## src/pic_pkg.sv

```systemverilog
// Shared types, sizes and codes of the convex polygon point tester.
package pic_pkg;

	localparam int MAX_VERTICES = 64;
	localparam int VA_W         = $clog2(MAX_VERTICES);
	localparam int CNT_W        = VA_W + 1;
	localparam int Q_DEPTH      = 2;
	localparam int QA_W         = $clog2(Q_DEPTH);
	localparam int CFG_IDX_W    = 3;

	localparam logic OP_LOAD  = 1'b0;
	localparam logic OP_QUERY = 1'b1;

	localparam logic [CFG_IDX_W-1:0] CFG_ORIGIN_X    = 3'd0;
	localparam logic [CFG_IDX_W-1:0] CFG_ORIGIN_Y    = 3'd1;
	localparam logic [CFG_IDX_W-1:0] CFG_INV_SCALE_X = 3'd2;
	localparam logic [CFG_IDX_W-1:0] CFG_INV_SCALE_Y = 3'd3;
	localparam logic [CFG_IDX_W-1:0] CFG_COS_ANGLE   = 3'd4;
	localparam logic [CFG_IDX_W-1:0] CFG_SIN_ANGLE   = 3'd5;

	typedef enum logic [1:0] {
		KIND_VERT  = 2'd0,
		KIND_LAST  = 2'd1,
		KIND_QUERY = 2'd2
	} kind_t;

	typedef struct packed {
		logic signed [31:0] x;
		logic signed [31:0] y;
	} vertex_t;

	typedef struct packed {
		kind_t              kind;
		logic signed [31:0] x;
		logic signed [31:0] y;
	} pic_entry_t;

endpackage

```

## src/pic_queue.sv

```systemverilog
// Short FIFO of classified items between the front end and the executor.
module pic_queue import pic_pkg::*; (
	input  logic       clk,
	input  logic       arst_n,
	input  logic       push_valid,
	input  pic_entry_t push_entry,
	output logic       push_ready,
	output logic       pop_valid,
	output pic_entry_t pop_entry,
	input  logic       pop_ready
);

	pic_entry_t            slot_q [Q_DEPTH];
	logic [QA_W-1:0]       wr_ptr_q;
	logic [QA_W-1:0]       rd_ptr_q;
	logic [QA_W:0]         fill_q;
	logic                  do_push;
	logic                  do_pop;

	assign push_ready = (fill_q != (QA_W+1)'(Q_DEPTH));
	assign pop_valid  = (fill_q != '0);
	assign pop_entry  = slot_q[rd_ptr_q];
	assign do_push    = push_valid && push_ready;
	assign do_pop     = pop_valid && pop_ready;

	// store pushed item
	always_ff @(posedge clk) begin
		if (do_push) begin
			slot_q[wr_ptr_q] <= push_entry;
		end
	end

	// advance pointers and fill level
	always_ff @(posedge clk or negedge arst_n) begin
		if (!arst_n) begin
			wr_ptr_q <= '0;
			rd_ptr_q <= '0;
			fill_q   <= '0;
		end else begin
			if (do_push) begin
				wr_ptr_q <= (wr_ptr_q == QA_W'(Q_DEPTH-1)) ? '0 : wr_ptr_q + 1'b1;
			end
			if (do_pop) begin
				rd_ptr_q <= (rd_ptr_q == QA_W'(Q_DEPTH-1)) ? '0 : rd_ptr_q + 1'b1;
			end
			if (do_push && !do_pop) begin
				fill_q <= fill_q + 1'b1;
			end else if (do_pop && !do_push) begin
				fill_q <= fill_q - 1'b1;
			end
		end
	end

endmodule

```

## config.mk

```make
export PLATFORM = sky130hd
export DESIGN_NAME = pic_queue
export DESIGN_NICKNAME = d
export VERILOG_FILES = /design/src/pic_pkg.sv /design/src/pic_queue.sv
export SDC_FILE = /design/constraint.sdc
export NUM_CORES = 1
export LEC_CHECK = 0
export ABC_AREA = 1
export BUFFER_PORTS_ARGS = -buffer_cell sky130_fd_sc_hd__buf_2
export CORE_MARGIN = 1.5
export CORE_UTILIZATION = 40
export DETAILED_ROUTE_END_ITERATION = 16
export GPL_ROUTABILITY_DRIVEN = 0
export HOLD_SLACK_MARGIN = 0.05
export RECOVER_POWER = 50
export SLEW_MARGIN = 0
export SYNTH_ARGS = -nofsm -noshare
export SYNTH_HDL_FRONTEND = slang
export SYNTH_SLANG_ARGS = --single-unit
export TNS_END_PERCENT = 20
```

## constraint.sdc

```tcl
create_clock -name clk -period 4.2 [get_ports clk]
set_input_delay 0 -clock clk [delete_from_list [all_inputs] [get_ports clk]]
set_output_delay 0 -clock clk [all_outputs]
set_load 0.005 [all_outputs]
```

Word level (Yosys, flattened, before mapping). Memories as Yosys holds them, arrays and structs flattened. Index checks and enable logic that the tools add are counted.

Register bits after elaboration: 4. RAM bits: 132. Input bits: 70. Output and inout bits: 68. Logic and storage cells: 23. Memories kept: 1.

Memory list: slot_q (depth 2, width 66, rd ports 1, clocked after Yosys merged registers in 0, write ports 1, line pic_queue.sv:13) `pic_entry_t slot_q [Q_DEPTH];`.

Add/sub/neg operators: 4. Equal/unequal tests: 1. Mux-type cells: 6. Reduce and logical (&&, ||, !) cells: 8.

Operators by type and width (number): logical AND 1 bit (4); 2-to-1 mux 1 bit (4); 2-to-1 mux 2 bit (2); nonzero test 2 bit (2); adder 1 bit (second input constant) (2); adder 2 x 1 -> 2 bit (second input constant) (1); zero test 1 bit (2); inequality test 2 bit (second input constant) (1); subtractor 2 x 1 -> 2 bit (second input constant) (1).

Longest topological paths before layout. Gate-level depths: netlist (run 1).

Depth in word-level cells: 6. Mapped depth: 10. Gate-level depth less buffers: 10.

Worst setup path after synthesis (run 1). OpenSTA, ideal clock, no wires.

Path type: flip-flop to flip-flop. From: register fill_q[0]. To: memory slot_q[0][0] in the netlist's numbering, enable pin. Setup time: 0.490 ns. Arrival time: 3.385 ns. Required time: 3.710 ns. Slack: 0.325 ns. Cell stages (with the launch flop): 5. Buffers on the path: 0. Period minus slack after synthesis: 3.875 ns. Cell sequence: dfrtp_1 inv_1 nand2_1 nand2_1 nor2_1.

Cells in the longest elaborated chain, start to end: 4.

Ends and longest elaborated chain: start: declaration (line pic_queue.sv:16) `logic [QA_W:0] fill_q;`; start signal: assignment (line pic_queue.sv:47) `fill_q <= fill_q + 1'b1;`; start signal: assignment (line pic_queue.sv:49) `fill_q <= fill_q - 1'b1;`; inequality test 2 bit (line pic_queue.sv:20) `assign push_ready = (fill_q != (QA_W+1)'(Q_DEPTH));`; net push_ready (line pic_queue.sv:7) `output logic push_ready,`; logical AND 1 bit (line pic_queue.sv:23) `assign do_push = push_valid && push_ready;`; 2-to-1 mux 1 bit (line pic_queue.sv:28) `if (do_push) begin`; 2-to-1 mux 1 bit (not written as such) (line pic_queue.sv:29) `slot_q[wr_ptr_q] <= push_entry;`; end: declaration (line pic_queue.sv:13).

The timed path passes the listed nets, and every way through them passes these cells.

Worst setup path in the final report (run 1).
From: register fill_q[0]. To: memory slot_q[0][19] in the netlist's numbering, enable pin.

Cells in the longest elaborated chain, start to end: 4.

Ends and longest elaborated chain (line): inequality test 2 bit (pic_queue.sv:20); logical AND 1 bit (pic_queue.sv:23); 2-to-1 mux 1 bit (pic_queue.sv:28); 2-to-1 mux 1 bit (not written as such) (pic_queue.sv:29).

Every way passes these cells.

==> impl_results.rst, run 1 <==
.. list-table::
   :header-rows: 1

   * - Metric
     - Value
   * - Worst clock skew on the final layout
     - 5.141 ps
   * - CP arrival
     - 2480 ps
   * - IO Pins
     - 138
   * - Post-detailed-route via-to-cell ratio
     - 4.443
   * - Commonest cells after routing, fill and taps aside
     - 208 x sky130_fd_sc_hd__nand2_1, 132 x sky130_fd_sc_hd__edfxtp_1, 83 x sky130_fd_sc_hd__buf_2
   * - Proportion of synthesized area in mux cells
     - 0%
   * - Global-route layer with the greatest usage
     - met2
   * - Number of warnings reported in the yosys synthesis log
     - 0
   * - Clk sinks
     - 136
   * - Achievable clock frequency
     - 403.8 MHz
   * - Power Dens Cells
     - 652.1 nW/um^2
   * - Post-Route Setup TNS
     - 0 ps
   * - Vias in the first global route
     - 3491
   * - Worst hold path type
     - in2reg
   * - Setup violations, final
     - 0
   * - Area share of xor/xnor cells in the synthesized design
     - 0.3478%
   * - Met1 Use GR
     - 17.61%
   * - Antenna viol nets, final
     - 0
   * - Maximum number of pins on one net before global-route repair
     - 68
   * - Avg WL per Cell
     - 13.68 um
   * - Maximum vdd drop
     - 0.0002940 V
   * - Post-CTS resize count
     - 0
   * - Worst-case headroom to the max-slew limit
     - -11.55%
   * - Detailed-router iteration count before antenna repair
     - 4
   * - Max-capacitance violation count
     - 1
   * - DRT Wirelength
     - 10.56 mm
   * - Number of placed instances, taps included
     - 670
   * - Total CTS buffers
     - 17
   * - Area of the die
     - 13270 um^2
   * - # DRC
     - 0
   * - Buffers on Ports
     - 137
   * - Post-detail-place hpwl
     - 6.162 mm
   * - Largest family of logic cells by synthesized area
     - simple AND/OR/NAND/NOR gates
   * - Data required time of the critical path
     - 4200 ps
   * - Area delta synth->final
     - 40.10%
   * - Netlist area before placement
     - 5036 um^2
   * - Startpoint type of the worst setup path
     - flip-flop
   * - CTS tree
     - yes
   * - Post-synth net total
     - 445
   * - Critical-path maximum fanout
     - 29
   * - Run status
     - finished, violations left
   * - Timing startpoint of the critical path
     - fill_q[0]$_DFFE_PN0P_
   * - Sum of overflow across all layers after global routing
     - 0
   * - Met3 demand-to-capacity share in global routing
     - 5.851%
   * - Compound-gate portion of the synthesized area
     - 0%
   * - Simple-Gate Fraction of Synth Area
     - 15.98%
   * - Clock latency of the later-clocked register in the worst-skew pair
     - 410 ps
   * - Worst reg2reg path startpoint
     - fill_q[0]$_DFFE_PN0P_
   * - Fraction of final layout cells sized beyond drive strength 1
     - 19.70%
   * - Failing checks
     - capacitance limit, slew limit
   * - Post-Synthesis Cells
     - 374
   * - Post-Syn Area per Cell
     - 13.47 um^2
   * - Terminus of the critical flop-to-flop path
     - slot_q[0][19]$_DFFE_PP_
   * - Hold depth
     - 2
   * - Number of antenna violations at the first check in global routing
     - 0
   * - Setup Crit Path Kind
     - reg2reg
   * - Actual slew at the worst max-slew pin
     - 1673 ps
   * - Vias
     - 3430
   * - H-tree levels
     - 4
   * - Slowest cell on the critical path
     - sky130_fd_sc_hd__clkbuf_1
   * - Starting utilization of the core area
     - 41.41%
   * - Total count of hold-check failures in the final report
     - 0
   * - Global routing usage summed across all routing layers
     - 16.95%
   * - Global-route track usage on met2
     - 29.52%
   * - Clock input transition at the sequential cells of the worst setup and hold paths
     - 60 ps
   * - Count of distinct cell types in the synthesized netlist
     - 14
   * - Core Box Area
     - 12160 um^2
   * - First-pass GRT wire length
     - 16.40 mm
   * - Most frequent standard cell in the layout excluding fill and tap cells
     - sky130_fd_sc_hd__nand2_1
   * - Sequential element share of the synthesized area
     - 80.70%
   * - Delay contributed by the slowest stage of the critical path
     - 1220 ps
   * - Die width
     - 115.2 um
   * - Leak
     - 2.939 nW
   * - Critical path, cell by cell
     - inv_1 -> nand2_1 -> nand2_1 -> nor2_4 -> clkbuf_1
   * - Ant diodes
     - 0
   * - Unrepaired setup endpoints after global routing
     - false
   * - Net total in the final layout
     - 662
   * - Worst setup endpoint
     - slot_q[0][19]$_DFFE_PP_
   * - Overall power consumption
     - 4.601 mW
   * - Post-Layout Cell Count
     - 772
   * - Root Driver
     - sky130_fd_sc_hd__clkbuf_16
   * - Cell repeated most along the worst path
     - sky130_fd_sc_hd__nand2_1
   * - Final count of pins violating max slew
     - 30
   * - Clk buf depth
     - 2
   * - Die Y
     - 115.2 um
   * - Worst reg-to-reg setup slack
     - 1720 ps
   * - Violation count after the first detailed-route iteration
     - 226
   * - Crit end category
     - flip-flop
   * - Rows
     - 40
   * - Min Tclk post-route
     - 2477 ps
   * - Count of state elements after synthesis
     - 136
   * - Post-Synth Adder-Cell Area
     - 0.2484%
   * - Post-route clock period utilization
     - 58.97%
   * - Reg2reg path depth
     - 5
## cells in the mapped netlist
library cell / n / area [um^2]
sky130_fd_sc_hd__xnor2_1: 1 / 8.760
sky130_fd_sc_hd__edfxtp_1: 132 / 3964
sky130_fd_sc_hd__buf_6: 5 / 56.30
sky130_fd_sc_hd__inv_1: 6 / 22.52
sky130_fd_sc_hd__buf_2: 8 / 40.04
sky130_fd_sc_hd__dfrtp_1: 4 / 100.1
sky130_fd_sc_hd__inv_2: 1 / 3.750
sky130_fd_sc_hd__nand4_1: 1 / 6.260
sky130_fd_sc_hd__nand2_1: 208 / 780.8
sky130_fd_sc_hd__xor2_1: 1 / 8.760
sky130_fd_sc_hd__ha_1: 1 / 12.51
sky130_fd_sc_hd__nor2_1: 2 / 7.510
sky130_fd_sc_hd__buf_4: 2 / 15.01
sky130_fd_sc_hd__nand3_1: 2 / 10.01
## repair_timing
| item | CTS | global route |
|---|---|---|
| hold buffers | 70 | 0 |
| endpoints found under the hold margin | 139 | 0 |
| setup buffers | 0 | 0 |
## metal layers
layer,part of all wire [%],routed length [um]
met1,40,4197
met2,52,5442
met3,5.5,585
met4,3.2,337
met5,0,0
## flip-flops by register name, indices dropped and copies added (netlist names)
register  cells
wr_ptr_q      1
rd_ptr_q      1
fill_q        2
slot_q      132
## critical path: cells and delay by family, from the launching register on
family                 cells  cell delay (ps)
buffers and inverters      2             1300
flip-flops                 1              380
AND/OR/NAND/NOR            3              380
## how the worst min path moves through the flow
stage / startpoint / to / slack (ps)
after floorplan: arst_n / fill_q[0]$_DFFE_PN0P_ / -300
after detailed placement: arst_n / wr_ptr_q$_DFFE_PN0P_ / -180
after global routing: push_entry[17] / slot_q[0][17]$_DFFE_PP_ / 310
after global placement: arst_n / wr_ptr_q$_DFFE_PN0P_ / -190
final: push_entry[41] / slot_q[1][41]$_DFFE_PP_ / 310
after CTS: push_entry[31] / slot_q[1][31]$_DFFE_PP_ / 290
## cell families after synthesis
group         Yosys count
simple gates          213
flops                 136
buf+inv                22
xor+xnor                2
fa+ha+maj               1
## through the flow
| stage | instance area [um^2] | hold slack, ps | worst slack (ps) | utilization (%) |
|---|---|---|---|---|
| after floorplan | 5036 | -295.6 | 325.0 | - |
| after global placement | 5882 | -189.7 | 2183 | 48.36 |
| after detailed placement | 5882 | -184.8 | 2135 | 48.36 |
| after CTS | 7127 | 293.1 | 2068 | 58.60 |
| after global routing | 7056 | 308.5 | 1512 | 58.01 |
| final | 7056 | 314.1 | 1723 | 58.01 |
## power breakdown
group          internal, mW  leakage [nW]  total, mW  switching, mW
Combinational         0.478          1.39       1.31          0.828
Clock                 0.856         0.276       1.36          0.505
Sequential             1.86          1.27       1.94         0.0743
Total                  3.19          2.94       4.60           1.41
## layout make-up
| class | count | area [um^2] |
|---|---|---|
| flip-flops and latches | 136 | 4065 |
| clock inverters | 13 | 111.4 |
| clock buffers | 19 | 432.9 |
| repair buffers | 213 | 1360 |
| fillers | 1050 | 5106 |
| inverters | 7 | 26.28 |
| multi-input cells | 216 | 849.6 |
| well taps | 168 | 210.2 |
Note: power is estimated with default switching activity, not from simulation.
==> inputs of run 2 (changes only) <==
clock period = 2.3 ns   (was 4.2 ns; I/O delays follow)
==> impl_results.rst, run 2 (synthesis gave the netlist of run 1 again) <==
.. list-table::
   :header-rows: 1

   * - Metric
     - Value
   * - Area of the die
     - 13270 um^2 (unchanged)
   * - Unrepaired setup endpoints after global routing
     - false (unchanged)
   * - Area delta synth->final
     - 39.30% (was 40.10%)
   * - Actual slew at the worst max-slew pin
     - 744.6 ps (was 1673 ps)
   * - CTS tree
     - yes (unchanged)
   * - DRT Wirelength
     - 10.31 mm (was 10.56 mm)
   * - Slowest cell on the critical path
     - sky130_fd_sc_hd__clkbuf_4 (was sky130_fd_sc_hd__clkbuf_1)
   * - Clock latency of the later-clocked register in the worst-skew pair
     - 410 ps (about the same)
   * - Avg WL per Cell
     - 13.40 um (was 13.68 um)
   * - Top flop regs
     - slot_q x132, fill_q x2 (unchanged)
   * - Post-detail-place hpwl
     - 5.970 mm (was 6.162 mm)
   * - Power Dens Cells
     - 1168 nW/um^2 (was 652.1 nW/um^2)
   * - Detailed-router iteration count before antenna repair
     - 4 (unchanged)
   * - Critical-path maximum fanout
     - 46 (was 29)
   * - Maximum vdd drop
     - 0.0005944 V (was 0.0002940 V)
   * - Vias
     - 3444 (was 3430)
   * - Fraction of final layout cells sized beyond drive strength 1
     - 19.80% (was 19.70%)
   * - Die Y
     - 115.2 um (unchanged)
   * - Post-CTS Hold Fix Bufs
     - 70 (unchanged)
   * - Post-Layout Cell Count
     - 769 (was 772)
   * - Register with the most flip-flops
     - slot_q (unchanged)
   * - Net total in the final layout
     - 662 (unchanged)
   * - Startpoint type of the worst setup path
     - flip-flop (unchanged)
   * - Final core occ
     - 57.69% (was 58.01%)
   * - Max-capacitance violation count
     - 0 (was 1)
   * - Setup Crit Path Kind
     - reg2reg (unchanged)
   * - Antenna viol nets, final
     - 0 (unchanged)
   * - Most frequent standard cell in the layout excluding fill and tap cells
     - sky130_fd_sc_hd__nand2_1 (unchanged)
   * - Run status
     - completed (was finished, violations left)
   * - Achievable clock frequency
     - 528.4 MHz (was 403.8 MHz)
   * - Starting utilization of the core area
     - 41.41% (unchanged)
   * - Setup violations, final
     - 0 (unchanged)
   * - Overall power consumption
     - 8.193 mW (was 4.601 mW)
   * - Violation count after the first detailed-route iteration
     - 183 (was 226)
   * - Core Box Area
     - 12160 um^2 (unchanged)
   * - Delay contributed by the slowest stage of the critical path
     - 590 ps (was 1220 ps)
   * - Final count of pins violating max slew
     - 0 (was 30)
   * - Worst clock skew on the final layout
     - 6.201 ps (was 5.141 ps)
   * - Post-route clock period utilization
     - 82.29% (was 58.97%)
   * - CP arrival
     - 1930 ps (was 2480 ps)
   * - Sum of overflow across all layers after global routing
     - 0 (unchanged)
   * - Post-CTS resize count
     - 0 (unchanged)
   * - Total count of hold-check failures in the final report
     - 0 (unchanged)
   * - Worst-case headroom to the max-slew limit
     - 50.36% (was -11.55%)
   * - H-tree levels
     - 4 (unchanged)
   * - Post-detailed-route via-to-cell ratio
     - 4.479 (was 4.443)
   * - Worst hold path type
     - in2reg (unchanged)
   * - Leak
     - 2.927 nW (was 2.939 nW)
   * - Clk buf depth
     - 2 (unchanged)
   * - Post-CTS setup-driven buffer insertion count
     - 0 (unchanged)
   * - Rows
     - 40 (unchanged)
   * - Global routing usage summed across all routing layers
     - 16.51% (was 16.95%)
   * - Vias in the first global route
     - 3368 (was 3491)
   * - Post-Route Setup TNS
     - 0 ps (unchanged)
   * - IO Pins
     - 138 (unchanged)
   * - Number of flip-flops in the largest register
     - 132 (unchanged)
   * - Maximum number of pins on one net before global-route repair
     - 68 (unchanged)
   * - Clock input transition at the sequential cells of the worst setup and hold paths
     - 50 ps (was 60 ps)
   * - Cell repeated most along the worst path
     - sky130_fd_sc_hd__nand2_1 (unchanged)
   * - Buffers on Ports
     - 137 (unchanged)
   * - Clk sinks
     - 136 (unchanged)
   * - Data required time of the critical path
     - 2340 ps (was 4200 ps)
   * - Ant diodes
     - 0 (unchanged)
   * - Number of antenna violations at the first check in global routing
     - 0 (unchanged)
   * - Commonest cells after routing, fill and taps aside
     - 208 x sky130_fd_sc_hd__nand2_1, 132 x sky130_fd_sc_hd__edfxtp_1, 86 x sky130_fd_sc_hd__buf_2 (was 208 x sky130_fd_sc_hd__nand2_1, 132 x sky130_fd_sc_hd__edfxtp_1, 83 x sky130_fd_sc_hd__buf_2)
   * - Number of placed instances, taps included
     - 670 (unchanged)
   * - Die width
     - 115.2 um (unchanged)
   * - Final hold slack
     - 304.5 ps (was 314.1 ps)
   * - Crit end category
     - flip-flop (unchanged)
   * - Critical path, cell by cell
     - inv_1 -> nand2_1 -> nand2_1 -> nor2_1 -> clkbuf_4 (was inv_1 -> nand2_1 -> nand2_1 -> nor2_4 -> clkbuf_1)
   * - Min Tclk post-route
     - 1893 ps (was 2477 ps)
   * - Root Driver
     - sky130_fd_sc_hd__clkbuf_16 (unchanged)
   * - # DRC
     - 0 (unchanged)
   * - Total CTS buffers
     - 17 (unchanged)
   * - First-pass GRT wire length
     - 16.02 mm (was 16.40 mm)
## run 2: worst max-delay path: cells and delay by family, from the launching register on
kind                   cells  cell delay [ps]
DFF                        1              380
and+or+nand+nor            3              410
buffers and inverters      2              680
## run 2: final timing paths
check / from / slack (ps) / endpoint / depth (start not counted)
worst max-delay path: fill_q[0]$_DFFE_PN0P_ / 410 / slot_q[0][5]$_DFFE_PP_ / 5
worst min-delay path: push_entry[35] / 300 / slot_q[0][35]$_DFFE_PP_ / 2
worst max register to register: fill_q[0]$_DFFE_PN0P_ / 410 / slot_q[0][5]$_DFFE_PP_ / 5
worst min register to register: fill_q[0]$_DFFE_PN0P_ / 510 / fill_q[0]$_DFFE_PN0P_ / 1
max in group asynchronous: arst_n / 1610 / rd_ptr_q$_DFFE_PN0P_ / 3
min in group asynchronous: arst_n / 500 / rd_ptr_q$_DFFE_PN0P_ / 3
## run 2: routing by layer
layer | GRT usage (%) | vias to the layer above | wire length, um
met2 | 27.62 | 112 | 5136
met5 | 0 | - | 0
met3 | 4.902 | 22 | 511
met4 | 9.465 | 0 | 281
met1 | 18.99 | 1622 | 4379
li1 | - | 1688 | -
## run 2: final cells by class
type	count	area (um^2)
clock buffers	22	444.2
clock inverters	7	32.53
fillers	1021	5146
inverters	7	26.28
multi-input cells	216	842.1
flip-flops and latches	136	4065
well taps	168	210.2
repair buffers	213	1395
## run 2: through the flow
| step | cell area, um^2 | worst slack, ps |
|---|---|---|
| finish | 7015 | 407.3 |
| global route | 7015 | 230.9 |
| CTS | 7097 | 514.6 |
| detailed placement | 5919 | 711.1 |
| global placement | 5919 | 778.3 |
| floorplan | 5041 | -485.5 |
## run 2: where the power goes
group / switching [mW] / total, mW / internal (mW)
Clock: 0.892 / 2.23 / 1.33
Combinational: 1.53 / 2.44 / 0.912
Sequential: 0.131 / 3.53 / 3.39
Total: 2.55 / 8.19 / 5.64
